[config.mk]
export PLATFORM = sky130hd
export DESIGN_NAME = rpn_predicate_evaluator_top
export DESIGN_NICKNAME = d
export VERILOG_FILES = /design/src/rtl/rpe_pkg.sv /design/src/rtl/rpe_alu.sv /design/src/rtl/rpn_predicate_evaluator_top.sv
export SDC_FILE = /design/constraint.sdc
export NUM_CORES = 1
export LEC_CHECK = 0
export BUFFER_PORTS_ARGS = -buffer_cell sky130_fd_sc_hd__buf_2
export CORE_ASPECT_RATIO = 1.1
export CORE_UTILIZATION = 40
export DETAILED_ROUTE_END_ITERATION = 8
export PLACE_DENSITY = 0.61
export SLEW_MARGIN = 10
export SYNTH_ARGS = -nofsm -noshare
export SYNTH_HDL_FRONTEND = slang
export SYNTH_SLANG_ARGS = --single-unit
[constraint.sdc]
create_clock -name aclk -period 13.04 [get_ports aclk]
set_clock_uncertainty 0.15 [all_clocks]
set_input_delay 1.956 -clock aclk [delete_from_list [all_inputs] [get_ports aclk]]
set_output_delay 1.956 -clock aclk [all_outputs]
set_load 0.1 [all_outputs]
[src/rtl/rpe_pkg.sv]
// ----------------------------------------------------------------------------
// rpe_pkg
// Shared token codes and status codes for the postfix predicate evaluator.
// ----------------------------------------------------------------------------
package rpe_pkg;

    localparam int OP_WIDTH     = 4;
    localparam int STATUS_WIDTH = 2;
    localparam int PRED_WIDTH   = 32;
    localparam int OPND_WIDTH   = 32;

    // Token operation codes; codes nine to fifteen are no-ops
    typedef enum logic [OP_WIDTH-1:0] {
        OP_PUSH = 4'd0,
        OP_GT   = 4'd1,
        OP_LT   = 4'd2,
        OP_GE   = 4'd3,
        OP_LE   = 4'd4,
        OP_EQ   = 4'd5,
        OP_NE   = 4'd6,
        OP_AND  = 4'd7,
        OP_OR   = 4'd8
    } op_t;

    // Row status codes; the first error of a row is kept
    typedef enum logic [STATUS_WIDTH-1:0] {
        ST_OK    = 2'd0,
        ST_UNDER = 2'd1,
        ST_OVER  = 2'd2
    } status_t;

endpackage

[src/rtl/rpe_alu.sv]
// ----------------------------------------------------------------------------
// rpe_alu
// Binary operator unit: signed comparisons and logical AND/OR of the two
// topmost stack values, giving a 0/1 result and a flag for operator codes.
// ----------------------------------------------------------------------------
module rpe_alu
    import rpe_pkg::*;
#(
    parameter int VALUE_WIDTH = 32
) (
    input  op_t                     op,
    input  logic signed [VALUE_WIDTH-1:0] a,    // lower entry
    input  logic signed [VALUE_WIDTH-1:0] b,    // top entry
    output logic                    is_binop,
    output logic                    result
);

    logic a_nz;
    logic b_nz;

    assign a_nz = (a != '0);
    assign b_nz = (b != '0);

    // Decode the operator and evaluate it
    always_comb begin
        is_binop = 1'b1;
        result   = 1'b0;
        unique case (op)
            OP_GT:   result = (a >  b);
            OP_LT:   result = (a <  b);
            OP_GE:   result = (a >= b);
            OP_LE:   result = (a <= b);
            OP_EQ:   result = (a == b);
            OP_NE:   result = (a != b);
            OP_AND:  result = a_nz && b_nz;
            OP_OR:   result = a_nz || b_nz;
            default: is_binop = 1'b0;
        endcase
    end

endmodule

[src/rtl/rpn_predicate_evaluator_top.sv]
// ----------------------------------------------------------------------------
// rpn_predicate_evaluator_top
// Postfix WHERE-predicate evaluator: one token per transfer, one result per
// row on the token marked last.
// ----------------------------------------------------------------------------
// The block takes one token every clock cycle while s_ready is high; each
// token is fully evaluated in the cycle it is accepted. The two topmost stack
// entries live in registers, and deeper entries sit in a memory with one
// write and one registered read port that always prefetches the entry below
// the new top pair, so an operator never waits for the memory. The result of
// a row appears on the m_ side in the cycle after its last token is
// accepted when the output register is free. The output register is backed
// by a one-entry spare, so s_ready does not depend on m_ready and tokens keep
// flowing while one result waits to be taken; input stalls only once a second
// result is queued behind an untaken one, and resumes the cycle after the
// waiting result is taken. No clearing pass is needed after reset.
module rpn_predicate_evaluator_top
    import rpe_pkg::*;
#(
    parameter int STACK_DEPTH = 16,
    parameter int VALUE_WIDTH = 32
) (
    input  logic                         aclk,
    input  logic                         aresetn,
    input  logic                         s_valid,
    output logic                         s_ready,
    input  logic [OP_WIDTH-1:0]          s_op,
    input  logic signed [OPND_WIDTH-1:0] s_operand,
    input  logic                         s_operand_present,
    input  logic                         s_last_token,
    output logic                         m_valid,
    input  logic                         m_ready,
    output logic signed [PRED_WIDTH-1:0] m_predicate_value,
    output logic [STATUS_WIDTH-1:0]      m_eval_status
);

    localparam int AW = (STACK_DEPTH > 1) ? $clog2(STACK_DEPTH) : 1;
    localparam int CW = $clog2(STACK_DEPTH + 1);

    typedef logic signed [VALUE_WIDTH-1:0] value_t;

    // Stack state
    logic [CW-1:0] cnt_reg, cnt_next;
    value_t        tos_reg, tos_next;
    value_t        nos_reg, nos_next;
    value_t        third_reg;
    status_t       err_reg, err_next;

    // Deeper stack entries
    value_t        mem [STACK_DEPTH];
    logic          mem_we;
    logic [AW-1:0] mem_waddr;
    value_t        mem_wdata;
    logic [AW-1:0] mem_raddr;

    // Output register and its spare
    logic                         m_valid_reg;
    logic signed [PRED_WIDTH-1:0] pred_reg, pred_next;
    status_t                      status_reg;
    logic                         skid_valid_reg;
    logic signed [PRED_WIDTH-1:0] skid_pred_reg;
    status_t                      skid_status_reg;

    logic    accept;
    logic    row_done;
    op_t     op;
    value_t  push_val;
    logic    is_binop;
    logic    alu_res;
    logic    has_two;
    logic    is_full;
    status_t new_err;
    status_t row_err;
    logic [CW-1:0] cnt_eff;
    value_t        tos_eff;

    assign s_ready  = !skid_valid_reg;
    assign accept   = s_valid && s_ready;
    assign row_done = accept && s_last_token;
    assign op       = op_t'(s_op);

    // Zero for a missing column, then wrap to the stack value width
    assign push_val = s_operand_present ? VALUE_WIDTH'(s_operand) : '0;

    assign has_two = (cnt_reg >= CW'(2));
    assign is_full = (cnt_reg >= CW'(STACK_DEPTH));

    rpe_alu #(
        .VALUE_WIDTH(VALUE_WIDTH)
    ) u_alu (
        .op      (op),
        .a       (nos_reg),
        .b       (tos_reg),
        .is_binop(is_binop),
        .result  (alu_res)
    );

    // Apply the token's effect to the stack
    always_comb begin
        cnt_eff   = cnt_reg;
        tos_eff   = tos_reg;
        nos_next  = nos_reg;
        new_err   = ST_OK;
        mem_we    = 1'b0;
        mem_waddr = AW'(cnt_reg);
        mem_wdata = push_val;
        if (op == OP_PUSH) begin
            if (is_full) begin
                new_err = ST_OVER;
            end else begin
                cnt_eff  = cnt_reg + CW'(1);
                tos_eff  = push_val;
                nos_next = tos_reg;
                mem_we   = 1'b1;
            end
        end else if (is_binop) begin
            if (!has_two) begin
                new_err = ST_UNDER;
            end else begin
                cnt_eff   = cnt_reg - CW'(1);
                tos_eff   = VALUE_WIDTH'(alu_res);
                nos_next  = third_reg;
                mem_we    = 1'b1;
                mem_waddr = AW'(cnt_reg - CW'(2));
                mem_wdata = VALUE_WIDTH'(alu_res);
            end
        end
        row_err = (err_reg == ST_OK) ? new_err : err_reg;
    end

    // Pick the next state; a last token clears the row
    always_comb begin
        cnt_next = cnt_reg;
        tos_next = tos_reg;
        err_next = err_reg;
        if (accept) begin
            tos_next = tos_eff;
            if (s_last_token) begin
                cnt_next = '0;
                err_next = ST_OK;
            end else begin
                cnt_next = cnt_eff;
                err_next = row_err;
            end
        end
        mem_raddr = AW'(cnt_next - CW'(3));
        pred_next = (cnt_eff != '0) ? PRED_WIDTH'(tos_eff) : PRED_WIDTH'(1);
    end

    // Stack control and cached top entries
    always_ff @(posedge aclk) begin
        if (!aresetn) begin
            cnt_reg <= '0;
            err_reg <= ST_OK;
        end else begin
            cnt_reg <= cnt_next;
            err_reg <= err_next;
        end
        tos_reg <= tos_next;
        if (accept) begin
            nos_reg <= nos_next;
        end
    end

    // Write the stack memory and prefetch the entry below the top pair
    always_ff @(posedge aclk) begin
        if (accept && mem_we) begin
            mem[mem_waddr] <= mem_wdata;
        end
        third_reg <= mem[mem_raddr];
    end

    // Hold the row result until its transfer; park a second one in the spare
    always_ff @(posedge aclk) begin
        if (!aresetn) begin
            m_valid_reg    <= 1'b0;
            skid_valid_reg <= 1'b0;
        end else if (!m_valid_reg || m_ready) begin
            m_valid_reg    <= skid_valid_reg || row_done;
            skid_valid_reg <= 1'b0;
        end else if (row_done) begin
            skid_valid_reg <= 1'b1;
        end
        if (!m_valid_reg || m_ready) begin
            if (skid_valid_reg) begin
                pred_reg   <= skid_pred_reg;
                status_reg <= skid_status_reg;
            end else if (row_done) begin
                pred_reg   <= pred_next;
                status_reg <= row_err;
            end
        end else if (row_done) begin
            skid_pred_reg   <= pred_next;
            skid_status_reg <= row_err;
        end
    end

    assign m_valid           = m_valid_reg;
    assign m_predicate_value = pred_reg;
    assign m_eval_status     = status_reg;

    // ------------------------------------------------------------------
    // Assertions
    // ------------------------------------------------------------------
    a_cnt_bound : assert property (@(posedge aclk) disable iff (!aresetn)
        cnt_reg <= CW'(STACK_DEPTH))
        else $error("stack count above depth");

    a_last_clears : assert property (@(posedge aclk) disable iff (!aresetn)
        accept && s_last_token |=> cnt_reg == '0 && err_reg == ST_OK)
        else $error("row state not cleared after last token");

    a_last_result : assert property (@(posedge aclk) disable iff (!aresetn)
        accept && s_last_token |=> m_valid_reg)
        else $error("last token gave no result");

    a_status_code : assert property (@(posedge aclk) disable iff (!aresetn)
        m_valid_reg |-> status_reg == ST_OK || status_reg == ST_UNDER ||
                        status_reg == ST_OVER)
        else $error("bad status code on result");

    a_no_result : assert property (@(posedge aclk) disable iff (!aresetn)
        accept && !s_last_token |=> !m_valid_reg || $past(m_valid_reg))
        else $error("result raised without a last token");

endmodule
# Word-level counts from Yosys, hierarchy flattened
# Memories as Yosys holds them, arrays and structs flattened. A register that Yosys moved wholly into a read port is not among the register bits.
# Cells that the tools add are included.
[op_classes] add_sub_neg=4 order_cmp=6 eq_ne=11 n_mux=40 n_bitwise=2 n_reduce_logical=22
[op_table] operator="32-bit 2-to-1 mux" n=15
[op_table] operator="32-bit nonzero test" n=2
[op_table] operator="32-bit equality test" n=1
[op_table] operator="32-bit greater-or-equal comparator" n=1
[op_table] operator="32-bit greater-than comparator" n=1
[op_table] operator="32-bit less-or-equal comparator" n=1
[op_table] operator="32-bit less-than comparator" n=1
[op_table] operator="32-bit != test" n=1
[op_table] operator="5-bit 2-to-1 mux" n=6
[op_table] operator="4-bit by 3-bit equality test with 1-bit output, second input constant" n=4
[op_table] operator="2-bit 2-to-1 mux" n=6
[op_table] operator="4-bit 2-to-1 mux" n=3
[op_table] operator="1-bit 2-to-1 mux" n=9
[op_table] operator="4-bit by 2-bit equality test with 1-bit output, second input constant" n=2
[op_table] operator="1-bit case mux with 8 select lines" n=1
[op_table] operator="8-bit OR reduction" n=1
[op_table] operator="4-bit by 2-bit subtractor with 4-bit output, second input constant" n=2
[op_table] operator="2-bit nonzero test" n=3
[op_table] operator="5-bit by 1-bit adder with 5-bit output, second input constant" n=1
[op_table] operator="5-bit by 2-bit greater-or-equal comparator with 1-bit output, second input constant" n=1
[op_table] operator="5-bit greater-or-equal comparator, second input constant" n=1
[op_table] operator="5-bit nonzero test" n=1
[op_table] operator="5-bit by 1-bit subtractor with 5-bit output, second input constant" n=1
[op_table] operator="4-bit by 1-bit equality test with 1-bit output, second input constant" n=1
[op_table] operator="other kinds (11)" n=19
[totals] regBits=141 ramBits=512 inputBits=42 output_inout_bits=36 word_cells=96 n_memories=1
[memory_table] memory="mem" words=16 width=32 read_ports=1 rd_ports_with_merged_regs=1 write_ports=1 line="rpn_predicate_evaluator_top.sv:50" source="value_t mem [STACK_DEPTH];"

# Longest topological paths before layout
[logic_depth] word_depth=9 ltp_mapped=16 ltp_nobuf=10

# Hierarchy
# From an unflattened synthesis, not the netlist that was laid out.
[unflattened] hier_cells=1542 area_unflattened_um2=27536.4
[by_module_without_submodules] module="rpn_predicate_evaluator_top" instances=1 cells_per_inst=1389 area_each_um2=26456.6 seq_area_each_um2=20159.3
[by_module_without_submodules] module="rpe_alu" instances=1 cells_per_inst=153 area_each_um2=1079.8 seq_area_each_um2=0.0

# Worst setup path before layout
# No wires, ideal clock.
[synth_timing] path_kind="input port to flip-flop" from="input s_op[1]" to="memory mem[3][0] (netlist name) (enable)" setup_ps=421 arrival_ps=6204 required_ps=12469 path_slack_ps=6265 path_stages=8 path_buffers=2 path_cell_list="buf_2 o31ai_2 o211a_2 buf_6 nor2_1 nor2_1 nand3_1 nor2_1"
[synth_between] elab_chain_cells=8 word_cells_on_any_way=18 classes_between="8 x eq/ne; 7 x mux; 3 x reduce/logical"
[synth_rtl] element="start, declared" line="rpn_predicate_evaluator_top.sv:27" source="input logic [OP_WIDTH-1:0] s_op,"
[synth_rtl] element="4-bit by 1-bit equality test with 1-bit output (tied with other cells)" line="rpe_alu.sv:28" source="unique case (op)"
[synth_rtl] element="8-bit OR reduction (no line)"
[synth_rtl] element="1-bit 2-to-1 mux" line="rpe_alu.sv:28"
[synth_rtl] element="1-bit 2-to-1 mux" line="rpn_predicate_evaluator_top.sv:116" source="end else if (is_binop) begin"
[synth_rtl] element="1-bit 2-to-1 mux" line="rpn_predicate_evaluator_top.sv:107" source="if (op == OP_PUSH) begin"
[synth_rtl] element="1-bit logical AND" line="rpn_predicate_evaluator_top.sv:167" source="if (accept && mem_we) begin"
[synth_rtl] element="1-bit 2-to-1 mux" line="rpn_predicate_evaluator_top.sv:167"
[synth_rtl] element="1-bit 2-to-1 mux (implied by the code)" line="rpn_predicate_evaluator_top.sv:168" source="mem[mem_waddr] <= mem_wdata;"
[synth_rtl] element="end, declared" line="rpn_predicate_evaluator_top.sv:50"
# Several ways; a longest one is shown, not always the timed one.

# Worst setup path in the final report
[layout_timing] from="input s_op[1]" to="register third_reg[12], read port of mem"
[layout_between] elab_chain_cells=8 word_cells_on_any_way=16 classes_between="1 x add/sub; 8 x eq/ne; 5 x mux; 2 x reduce/logical"
[layout_rtl] element="4-bit by 1-bit equality test with 1-bit output (tied with other cells)" line="rpe_alu.sv:28"
[layout_rtl] element="8-bit OR reduction (no line)"
[layout_rtl] element="1-bit 2-to-1 mux" line="rpe_alu.sv:28"
[layout_rtl] element="5-bit 2-to-1 mux" line="rpn_predicate_evaluator_top.sv:116"
[layout_rtl] element="5-bit 2-to-1 mux (*)" line="rpn_predicate_evaluator_top.sv:107"
[layout_rtl] element="5-bit 2-to-1 mux (*)" line="rpn_predicate_evaluator_top.sv:138" source="if (s_last_token) begin"
[layout_rtl] element="5-bit 2-to-1 mux (*)" line="rpn_predicate_evaluator_top.sv:136" source="if (accept) begin"
[layout_rtl] element="via cnt_next[0]" line="rpn_predicate_evaluator_top.sv:43" source="logic [CW-1:0] cnt_reg, cnt_next;"
[layout_rtl] element="4-bit by 2-bit subtractor with 4-bit output (*)" line="rpn_predicate_evaluator_top.sv:146" source="mem_raddr = AW'(cnt_next - CW'(3));"
[layout_rtl] element="end, declared" line="rpn_predicate_evaluator_top.sv:46" source="value_t third_reg;"
# Mark *: on every way through the listed nets, which the timed path passes. The rest lies on a longest branch.
# A chain may end at the register's enable or synchronous reset.

==> results.py <==
metrics = {
    "clock_network": {
        "cts_tree": "yes",
        "clk_latency_ps": 640,
        "cts_made_buffers": 61,
        "cts_setup_buffers": 0,
        "cts-root-buf": "clkbuf_16",
        "cts_sinks": 685,
        "cts_resized": 0,
        "htreeDepth": 2,
        "clk_pin_slew_ps": 70,
        "clk_path_buf_depth": 3,
        "ctsHoldBuffers": 0,
    },
    "synth": {
        "synth_area_sq_um": 27670,
        "synth_top_area_share": 0.6990,
        "synth_top_area_cell": "edfxtp_1",
        "synth_seq_area_share": 0.7286,
        "ys_async_sr_fraction": 0,
        "synth-main-ff-cell": "edfxtp_1",
        "ys_warn_count": 0,
        "synthTopCellsByArea": "edfxtp_1 (70%), mux4_2 (12%), dfxtp_1 (3.0%)",
        "postSynthCellCount": 1526,
        "synth_most_common_cell": "edfxtp_1",
        "synthDistinctLibCells": 64,
        "synth_nets": 1607,
        "avgSynthCellArea_sq_um": 18.13,
        "synthTopCellsByCount": "edfxtp_1 (644), mux4_2 (142), nor2_1 (123), nand2_1 (116), inv_1 (79)",
        "yosys_register_bits": 685,
        "synth_edf_count": 644,
    },
    "sta": {
        "finalCritPeriodShare": 0.5421,
        "tns_ps": 0,
        "slew_viol_final": 0,
        "maxSlewHeadroom": 0.2237,
        "setup_violations": 0,
        "rsz0062_at_grt": "no",
        "hold_viol": 0,
        "whs_ps": 360.9,
        "timing.fmax_mhz": 141.5,
        "period_needed_ps": 7069,
        "worst_pin_slew_ps": 1164,
    },
    "drt": {
        "dr.pass1.iters": 5,
        "wl_per_cell_um": 24.18,
        "ant_nets": 0,
        "vias_per_cell": 5.457,
        "vias": 14090,
        "route.detailed.drc": 0,
        "wirelength_mm": 62.44,
        "drtIter0Drc": 1283,
    },
    "power_and_ir_drop": {
        "power_density_nw_per_um2": 149.5,
        "power_leakage_nw": 10.49,
        "vdd_drop_max_mv": 0.09530,
        "fin_total_pwr_w": 0.004665,
    },
    "finish": {
        "regMostFlops": "mem",
        "largest_reg_flops": 512,
        "drive_gt1_frac": 0.2302,
        "finalNonFillerCells": 2582,
        "area_delta_synth_final_pct": 12.74,
        "final_net_count": 1693,
        "fin_area_sq_um": 31190,
        "n_fill_cell": 5827,
        "n_antenna_cell": 0,
    },
    "floorplan": {
        "die_area_sq_um": 70230,
        "num_io_pins": 78,
        "die_x_um": 252.8,
        "start_util": 0.4065,
        "die_y_um": 277.8,
        "core_area_sq_um": 68070,
        "rows": 100,
    },
    "setup_path": {
        "path_class": "input pin to register",
        "rrSetupSlack_ps": 6940,
        "worstReg2RegStart": "cnt_reg[1]",
        "startpoint_type": "input pin",
        "cp-end-kind": "register",
        "rr_worst_depth": 13,
        "r2r_end": "third_reg[12]",
        "crit_start": "s_op[1]",
        "critPathMaxFanout": 109,
        "cp_data_required_time_ps": 13390,
        "arrival_ps": 7420,
        "cp-endpoint": "third_reg[12]",
    },
    "run": {
        "maxCapViolations": 0,
    },
    "global_route": {
        "gr-total-overflow": 0,
        "grt_pass1_vias": 14230,
        "grt_max_degree": 110,
        "grt_pass1_wl_mm": 92.82,
        "grtUsageTotal": 0.1801,
        "antenna_found_initial": 0,
    },
    "place": {
        "routabilityCongestion": 0.8441,
        "place_area_sq_um": 29140,
        "numPlacedInstances": 2467,
        "dp_hpwl_mm": 35.24,
        "io_buffer_count": 77,
    },
    "run_status": {
        "status": "complete, no violations",
    },
    "hold_path": {
        "hp-class": "register to register",
    },
}
## area by class of cell
class                      instances  area, sq um  area share
inverter                          80        300.3    0.009627
sequential                       685        20160      0.6463
clock buffer                      87         1735     0.05563
timing repair buffer             104        600.6     0.01925
clock inverter                    28        321.6     0.01031
tap                              918         1149     0.03682
multi-input combinational        680         6927      0.2221
## placed cells by master, fill, tap and decap left out, types with 4 or more instances in the layout
cell type,netlist,final
a21o_1,4,4
a21oi_1,22,22
a31oi_1,35,35
buf_2,9,77
buf_4,0,26
bufinv_16,0,6
clkbuf_1,52,16
clkbuf_16,0,62
clkbuf_8,0,9
clkinv_1,1,5
clkinv_2,0,14
dfxtp_1,41,40
edfxtp_1,644,644
ha_1,39,38
inv_1,79,79
mux4_1,18,18
mux4_2,142,142
nand2_1,116,115
nand3_1,11,11
nand4_1,12,12
nor2_1,123,104
nor2_4,0,18
nor2b_1,5,5
nor3_1,7,7
nor4_1,21,21
o211ai_1,4,4
o21ai_0,36,36
o31ai_1,33,33
## per-stage QoR
stage | utilization | setup slack (ps)
4_1_cts | 0.4583 | 5872
3_5_place_dp | 0.4281 | 5189
6_report | 0.4583 | 5971
2_1_floorplan | - | 6265
3_3_place_gp | 0.4281 | 5264
5_1_grt | 0.4583 | 5555
## critical path: stages
cell       delay [ps]
buf_2             200
or4_4             580
o211a_2           320
buf_4             470
o31ai_4           130
a2bb2oi_4         150
buf_4             810
inv_1             200
ha_4              620
buf_12            660
mux4_1            640
mux4_2            470
## per-layer routing
layer  wire, um  global-route usage
met1      26010              0.2385
met2      31790              0.3120
met3       3249             0.02336
met4       1382             0.04709
met5          0                   0
## worst min path at each step
| stage | slack, ps | startpoint | endpoint | cells past startpoint |
|---|---|---|---|---|
| after floorplan | 320 | third_reg[0] | nos_reg[0] | 2 |
| after CTS | 360 | skid_pred_reg[5] | m_predicate_value[5] | 2 |
| after global routing | 380 | skid_pred_reg[9] | m_predicate_value[9] | 2 |
| after global placement | 360 | skid_pred_reg[17] | m_predicate_value[17] | 2 |
| final | 360 | third_reg[31] | nos_reg[31] | 2 |
| after detailed placement | 360 | third_reg[31] | nos_reg[31] | 2 |
## cells by family after synthesis
family / after synthesis / synth area share
AND/OR/NAND/NOR: 310 / 0.04934
multiplexers: 163 / 0.1339
AO/OA/AOI/OAI: 163 / 0.04043
adder cells (fa/ha/maj): 39 / 0.01764
XOR/XNOR: 5 / 0.002261
flip-flops: 685 / 0.7286
buffers and inverters: 161 / 0.02786
## power by group
group	leakage, nW	internal, W	switching (W)
clock	1.02	0.00105	0.000785
sequential	6.26	0.00246	0.0000285
combinational	3.21	0.000115	0.000231
total	10.5	0.00362	0.00104
(Power assumes the default switching activity.)
